`src/hw/rtl/ddfp_pkg.sv`:
```
package ddfp_pkg;

    localparam int MAX_FRAME_BYTES = 256;
    localparam int FIXED_BYTES     = 17;
    localparam int FIX_DATA_BYTES  = FIXED_BYTES - 1;

    localparam int BYTE_CNT_W = $clog2(MAX_FRAME_BYTES + 2);
    localparam int FIX_OFF_W  = $clog2(FIXED_BYTES + 2);

    localparam logic [7:0] RESTART_CODE = 8'h01;
    localparam logic [7:0] NAME_TERM    = 8'h00;
    localparam logic [7:0] NAME_CNT_MAX = 8'hFF;

    localparam logic KIND_NAME  = 1'b0;
    localparam logic KIND_FINAL = 1'b1;

    localparam logic [1:0] ST_OK       = 2'd0;
    localparam logic [1:0] ST_OVERFLOW = 2'd1;
    localparam logic [1:0] ST_BAD      = 2'd2;

    typedef struct packed {
        logic        kind;
        logic [7:0]  name_char;
        logic [1:0]  status;
        logic [31:0] write_block_size;
        logic [31:0] read_block_size;
        logic [31:0] program_size;
        logic [15:0] write_timeout;
        logic [15:0] prepare_timeout;
        logic        restart_flag;
        logic [7:0]  name_length;
    } t_result;

endpackage

```
`src/hw/rtl/ddfp_core.sv`:
```
module ddfp_core (
    input  logic             i_clk,
    input  logic             i_rst_n,
    input  logic             i_accept,
    input  logic [7:0]       i_rx_byte,
    input  logic             i_frame_end,
    output logic             o_res_valid,
    output ddfp_pkg::t_result o_res
);
    import ddfp_pkg::*;

    logic [BYTE_CNT_W-1:0] r_byte_cnt, n_byte_cnt;
    logic                  r_in_name, n_in_name;
    logic [7:0]            r_name_cnt, n_name_cnt;
    logic [FIX_OFF_W-1:0]  r_fix_off, n_fix_off;
    logic [7:0]            r_fix [FIX_DATA_BYTES];
    logic [7:0]            n_fix [FIX_DATA_BYTES];
    logic                  r_restart, n_restart;
    logic                  echo;
    logic                  store;
    logic [1:0]            status;

    always_comb begin
        n_byte_cnt = r_byte_cnt;
        if (r_byte_cnt < BYTE_CNT_W'(MAX_FRAME_BYTES + 1)) begin
            n_byte_cnt = r_byte_cnt + 1'b1;
        end

        n_in_name  = r_in_name;
        n_name_cnt = r_name_cnt;
        n_fix_off  = r_fix_off;
        echo       = 1'b0;
        store      = 1'b0;
        if (r_in_name) begin
            if (i_rx_byte == NAME_TERM) begin
                n_in_name = 1'b0;
            end else begin
                if (r_name_cnt != NAME_CNT_MAX) begin
                    n_name_cnt = r_name_cnt + 1'b1;
                end
                echo = !i_frame_end;
            end
        end else begin
            store = 1'b1;
            if (r_fix_off < FIX_OFF_W'(FIXED_BYTES + 1)) begin
                n_fix_off = r_fix_off + 1'b1;
            end
        end

        for (int k = 0; k < FIX_DATA_BYTES; k++) begin
            n_fix[k] = (store && r_fix_off == FIX_OFF_W'(k)) ? i_rx_byte : r_fix[k];
        end
        n_restart = r_restart;
        if (store && r_fix_off == FIX_OFF_W'(FIX_DATA_BYTES)) begin
            n_restart = (i_rx_byte == RESTART_CODE);
        end

        if (n_byte_cnt > BYTE_CNT_W'(MAX_FRAME_BYTES)) begin
            status = ST_OVERFLOW;
        end else if (n_in_name || n_fix_off != FIX_OFF_W'(FIXED_BYTES)) begin
            status = ST_BAD;
        end else begin
            status = ST_OK;
        end

        o_res       = '0;
        o_res_valid = i_frame_end || echo;
        if (i_frame_end) begin
            o_res.kind   = KIND_FINAL;
            o_res.status = status;
            if (status == ST_OK) begin
                o_res.write_block_size = {n_fix[3], n_fix[2], n_fix[1], n_fix[0]};
                o_res.read_block_size  = {n_fix[7], n_fix[6], n_fix[5], n_fix[4]};
                o_res.program_size     = {n_fix[11], n_fix[10], n_fix[9], n_fix[8]};
                o_res.write_timeout    = {n_fix[13], n_fix[12]};
                o_res.prepare_timeout  = {n_fix[15], n_fix[14]};
                o_res.restart_flag     = n_restart;
                o_res.name_length      = n_name_cnt;
            end
        end else begin
            o_res.kind      = KIND_NAME;
            o_res.name_char = i_rx_byte;
        end
    end

    always_ff @(posedge i_clk) begin
        if (!i_rst_n) begin
            r_byte_cnt <= '0;
            r_in_name  <= 1'b1;
            r_name_cnt <= '0;
            r_fix_off  <= '0;
        end else if (i_accept) begin
            if (i_frame_end) begin
                r_byte_cnt <= '0;
                r_in_name  <= 1'b1;
                r_name_cnt <= '0;
                r_fix_off  <= '0;
            end else begin
                r_byte_cnt <= n_byte_cnt;
                r_in_name  <= n_in_name;
                r_name_cnt <= n_name_cnt;
                r_fix_off  <= n_fix_off;
            end
        end
    end

    always_ff @(posedge i_clk) begin
        if (i_accept) begin
            r_fix     <= n_fix;
            r_restart <= n_restart;
        end
    end

endmodule

```
`src/hw/rtl/device_descriptor_frame_parser.sv`:
```
// Each result item is registered in the result register (or the skid stage) before o_valid.
// Throughput: one input item per cycle while o_stall is low; the parse state advances in a single pass.
// A result register plus a one-entry skid stage decouple the sides, so input is
// stalled only once the skid stage holds an item.
// Reset is synchronous and active low; it clears the frame counters and both output stages.
module device_descriptor_frame_parser (
    input  logic        i_clk,
    input  logic        i_rst_n,
    input  logic        i_valid,
    output logic        o_stall,
    input  logic [7:0]  i_rx_byte,
    input  logic        i_frame_end,
    output logic        o_valid,
    input  logic        i_stall,
    output logic        o_result_kind,
    output logic [7:0]  o_name_char,
    output logic [1:0]  o_status,
    output logic [31:0] o_write_block_size,
    output logic [31:0] o_read_block_size,
    output logic [31:0] o_program_size,
    output logic [15:0] o_write_timeout,
    output logic [15:0] o_prepare_timeout,
    output logic        o_restart_flag,
    output logic [7:0]  o_name_length
);
    import ddfp_pkg::*;

    logic    accept;
    logic    pop;
    logic    push;
    logic    res_valid;
    t_result res;
    logic    r_out_valid, n_out_valid;
    logic    r_skid_valid, n_skid_valid;
    t_result r_out, n_out;
    t_result r_skid, n_skid;

    assign o_stall = r_skid_valid;
    assign accept  = i_valid && !r_skid_valid;
    assign pop     = r_out_valid && !i_stall;
    assign push    = accept && res_valid;

    ddfp_core u_core (
        .i_clk       (i_clk),
        .i_rst_n     (i_rst_n),
        .i_accept    (accept),
        .i_rx_byte   (i_rx_byte),
        .i_frame_end (i_frame_end),
        .o_res_valid (res_valid),
        .o_res       (res)
    );

    always_comb begin
        n_out_valid  = r_out_valid;
        n_skid_valid = r_skid_valid;
        n_out        = r_out;
        n_skid       = r_skid;
        if (!r_out_valid || pop) begin
            if (r_skid_valid) begin
                n_out        = r_skid;
                n_out_valid  = 1'b1;
                n_skid_valid = 1'b0;
            end else begin
                n_out       = res;
                n_out_valid = push;
            end
        end else if (push) begin
            n_skid       = res;
            n_skid_valid = 1'b1;
        end
    end

    always_ff @(posedge i_clk) begin
        if (!i_rst_n) begin
            r_out_valid  <= 1'b0;
            r_skid_valid <= 1'b0;
        end else begin
            r_out_valid  <= n_out_valid;
            r_skid_valid <= n_skid_valid;
        end
    end

    always_ff @(posedge i_clk) begin
        r_out  <= n_out;
        r_skid <= n_skid;
    end

    assign o_valid            = r_out_valid;
    assign o_result_kind      = r_out.kind;
    assign o_name_char        = r_out.name_char;
    assign o_status           = r_out.status;
    assign o_write_block_size = r_out.write_block_size;
    assign o_read_block_size  = r_out.read_block_size;
    assign o_program_size     = r_out.program_size;
    assign o_write_timeout    = r_out.write_timeout;
    assign o_prepare_timeout  = r_out.prepare_timeout;
    assign o_restart_flag     = r_out.restart_flag;
    assign o_name_length      = r_out.name_length;

    a_skid_needs_out: assert property (@(posedge i_clk) disable iff (!i_rst_n)
        r_skid_valid |-> r_out_valid)
        else $error("skid stage holds an item while the result register is empty");

    a_final_reaches_out: assert property (@(posedge i_clk) disable iff (!i_rst_n)
        (accept && i_frame_end) |=> o_valid)
        else $error("final descriptor item did not reach the output");

    a_name_ok: assert property (@(posedge i_clk) disable iff (!i_rst_n)
        (o_valid && o_result_kind == KIND_NAME) |-> (o_status == ST_OK && o_name_length == 8'd0))
        else $error("name item carries descriptor fields");

    a_fail_zero: assert property (@(posedge i_clk) disable iff (!i_rst_n)
        (o_valid && o_result_kind == KIND_FINAL && o_status != ST_OK)
            |-> (o_name_length == 8'd0 && o_write_block_size == 32'd0 && !o_restart_flag))
        else $error("failed descriptor item carries decoded fields");

endmodule
```
`config.mk`:
```
export PLATFORM = sky130hd
export DESIGN_NAME = device_descriptor_frame_parser
export DESIGN_NICKNAME = d
export VERILOG_FILES = /design/src/hw/rtl/ddfp_pkg.sv /design/src/hw/rtl/ddfp_core.sv /design/src/hw/rtl/device_descriptor_frame_parser.sv
export SDC_FILE = /design/constraint.sdc
export NUM_CORES = 1
export LEC_CHECK = 0
export ABC_AREA = 1
export BUFFER_PORTS_ARGS = -buffer_cell sky130_fd_sc_hd__buf_4
export CAP_MARGIN = 20
export CORE_AREA = 5 5 222 224
export CTS_CLUSTER_SIZE = 16
export DETAILED_ROUTE_END_ITERATION = 8
export DIE_AREA = 0 0 227 229
export SLEW_MARGIN = 40
export SYNTH_ARGS = -nofsm -noshare
export SYNTH_HDL_FRONTEND = slang
export SYNTH_SLANG_ARGS = --single-unit
```
`constraint.sdc`:
```
create_clock -name i_clk -period 12.5 [get_ports i_clk]
set_input_delay 1.25 -clock i_clk [delete_from_list [all_inputs] [get_ports i_clk]]
set_output_delay 1.25 -clock i_clk [all_outputs]
set_load 0.1 [all_outputs]
```
==> results.md <==
* Outcome: complete, no violations
* Worst setup path start: o_stall
* Largest net degree at the start of global routing at 120
* Adder-cell area share of the yosys netlist at 0.004198
* Count of boundary I/O pins at 163
* Mux contribution to synthesized area at 0
* Max_cap viols at 0
* WP data arrival at 4.37 ns
* Switching part of the total at 0.2822
* Synthesized Nets at ~2100
* CTS Sinks at 450
* Post-synthesis xor/xnor area fraction at 0.002519
* Final Wtd Congestion at 0.8007
* Slew @ Worst Pin at 0.8178 ns
* Combinational share of power at 0.138
* Commonest register cell after synthesis: edfxtp_1
* Worst Path Required at ~13 ns
* Reg clk slew, reported paths at 0.06 ns
* Antenna cell count at 0
* H-tree depth at 2
* Clk_lat worst skew at a little under 0.6 ns
* Top post-synthesis cells by area: edfxtp_1 61%, nor2_1 5.8%, inv_1 5.6%
* Setup TNS at 0 ns
* NetSw at around 1.0 mW
* Hold Buf Count CTS at 0
* Pwr Density at roughly 150 mW/mm^2
* Vias at 14750
* Vias per inst at between 5 and 6
* TritonRoute pass-1 iters at 6
* Fill count at 4380
* Largest family of logic cells by synthesized area: simple AND/OR/NAND/NOR gates
* Worst Setup End Kind: flip-flop
* Initial DRC count at approximately 1200
* Global-route wire length before repair at 81030 um
* Mapped cell area at 0.02086 sq mm
* Slew Limit Headroom at 0.4540
* Design internal power at 2.597 mW
* Post-DR wirelength/cell at roughly 18 um
* Number of synthesized flops with an enable pin at between 400 and 500
* Final min period at between 4 and 5 ns
* Yosys top cell area share at 0.6118
* Crit Path Category: flip-flop to flip-flop
* Synth Area in Compound Gates at 0.07683
* Hold Fails Final Rpt at 0
* Clock power share at 0.380
* Residual DRC at 0
* GRT Residual Overflow at 0
* Yosys reg bits at 450
* # Post-CTS Setup Buffers at 0
* Post-synth top area cell: edfxtp_1
* Synth cell count leaders: 425 x edfxtp_1, 320 x nor2_1, 312 x inv_1
* Worst reg2reg startpoint: o_stall
* Leakage power at 9.461 nW
* Path type of the worst min-delay path: flip-flop to flip-flop
* Fmax at 240.7 MHz
* Seq pwr share at 0.482
* Fin. max-slew vios at 0
* Core area at 0.04715 sq mm
* Unrepaired setup endpoints after global routing: false
* Max Buffers Root-to-Sink at 3
* PostCTS Resize Cnt at 0
* Layout cells sized above 1 at 0.1283
* Number of I/O port buffers at 162
* YS warnings at 0
* Mapped Avg Cell Area at 9.873 sq um
* Post-Synth Simple-Gate Area at 0.1886
* Final setup vio count at 0
* Routed Antenna Nets at 0
* Vias in the first global route at between 10000 and 15000
* Final Skew at 0.01932 ns
* Chip Width at 227 um
* Fraction of registers with async set/reset at 0
* Area added between synthesis and finish at 14.44%
* FP Rows at 80
* Non-Filler Instances at ~2900
* Proportion of synthesized chip area in sequential cells at 0.6358
* Hpwl dp at just over 30000 um
* Post-synth cell types at 35
* CTS tree: done
* Initial core utilization at 0.4425
* Die Ht at 229 um
* Initial antenna violation count at 1
* CTS Buf Count at 49
* Routed WL at between 50000 and 60000 um
* Area of the die at roughly 0.052 sq mm
* Gr usage total at 0.1962
* Cells after synthesis at roughly 2100
* Final period util at 0.3323
* Final net count at 2218
* Root Driver: clkbuf_16
* Crit path max fanout at 119
* Min-Delay Startpoint: u_core.r_name_cnt[7]
* Top-count cell post-synth: edfxtp_1
* Worst setup SP type: flip-flop
* Power, Total at 3.618 mW
* Worst vdd ir at 0.1102 mV
* Placed instance count at 2762
sequential cells by signal, indices dropped and copies added, names as in the netlist:
signal	count
r_skid	148
u_core.r_fix	128
o_program_size	32
o_read_block_size	32
o_write_block_size	32
o_prepare_timeout	16
o_write_timeout	16
u_core.r_byte_cnt	9
o_name_char	8
o_name_length	8
u_core.r_name_cnt	8
u_core.r_fix_off	5
o_status	2
o_restart_flag	1
o_result_kind	1
o_stall	1
o_valid	1
u_core.r_in_name	1
u_core.r_restart	1
power by group through the flow:
stage	logic [mW]	registers [mW]	clock network, mW
after global routing	0.522	1.75	1.47
after CTS	0.503	1.74	1.41
after floorplan	0.108	2.05	0
final	0.499	1.74	1.37
after detailed placement	0.502	1.78	0
after global placement	0.497	1.78	0
placed cells by master, fill, tap and decap left out, types with 2 or more instances in the layout:
| master | n |
|---|---|
| a21boi_0 | 2 |
| a21oi_1 | 152 |
| a2bb2oi_1 | 5 |
| buf_16 | 2 |
| buf_4 | 163 |
| buf_6 | 10 |
| bufinv_16 | 2 |
| clkbuf_1 | 24 |
| clkbuf_16 | 51 |
| clkinv_1 | 8 |
| clkinv_2 | 2 |
| dfxtp_1 | 25 |
| edfxtp_1 | 425 |
| ha_1 | 7 |
| inv_1 | 310 |
| inv_4 | 2 |
| inv_6 | 2 |
| nand2_1 | 239 |
| nand2_8 | 3 |
| nand3_1 | 176 |
| nand4_1 | 3 |
| nor2_1 | 319 |
| nor3_1 | 97 |
| nor3_2 | 40 |
| o21ai_0 | 142 |
| o21ai_1 | 2 |
| o22ai_1 | 4 |
| or2_2 | 2 |
| xnor2_1 | 2 |
| xor2_1 | 4 |
metrics by stage:
| stage | utilization | setup WS (ns) | instance area, sq um | hold WS, ns |
|---|---|---|---|---|
| after CTS | 0.5059 | 7.915 | 23850 | 0.4946 |
| final | 0.5064 | 8.346 | 23870 | 0.4889 |
| after floorplan | - | 0.7451 | 20860 | 0.4584 |
| after global placement | 0.4720 | 7.254 | 22250 | 0.4716 |
| after detailed placement | 0.4742 | 7.914 | 22360 | 0.4866 |
| after global routing | 0.5064 | 7.955 | 23870 | 0.5240 |
kinds of logic (layout without fill, tap and decap cells):
kind of cell    after synthesis  count (layout)
fa+ha+maj                     7               7
xor+xnor                      6               6
buf+inv                     456             580
simple gates                883             883
compound gates              311             311
flops                       450             450
per-layer routing:
metal / vias to the layer above / GRT usage / wire, um
li1: 7224 / - / -
met1: 7041 / 0.2817 / 23070
met2: 425 / 0.3177 / 24890
met3: 63 / 0.02958 / 3124
met4: 0 / 0.04616 / 952
met5: - / 0 / 0
critical path, stage by stage (launching register included):
cell and delay [ns]:
dfxtp_1 0.57, inv_8 0.56, nand2_2 0.47, inv_6 0.56
o21ai_0 0.36, nor2_4 0.48, buf_6 0.61
area by class of cell:
| class | count | area (sq um) | share of cell area |
|---|---|---|---|
| well taps | 615 | 769.5 | 0.03223 |
| flip-flops and latches | 450 | 13260 | 0.5555 |
| inverters | 314 | 1196 | 0.05010 |
| clock inverters | 14 | 116.4 | 0.004874 |
| clock buffers | 76 | 1380 | 0.05781 |
| multi-input cells | 1207 | 5738 | 0.2403 |
| repair buffers | 176 | 1411 | 0.05912 |
worst paths after layout:
path,to,slack (ns),cells after the start
worst min-delay path,u_core.r_name_cnt[7],0.49,2
worst max register to register,r_skid[97],8.35,6
worst min register to register,u_core.r_name_cnt[7],0.49,2
worst max-delay path,r_skid[97],8.35,6
(Power assumes the default switching activity.)
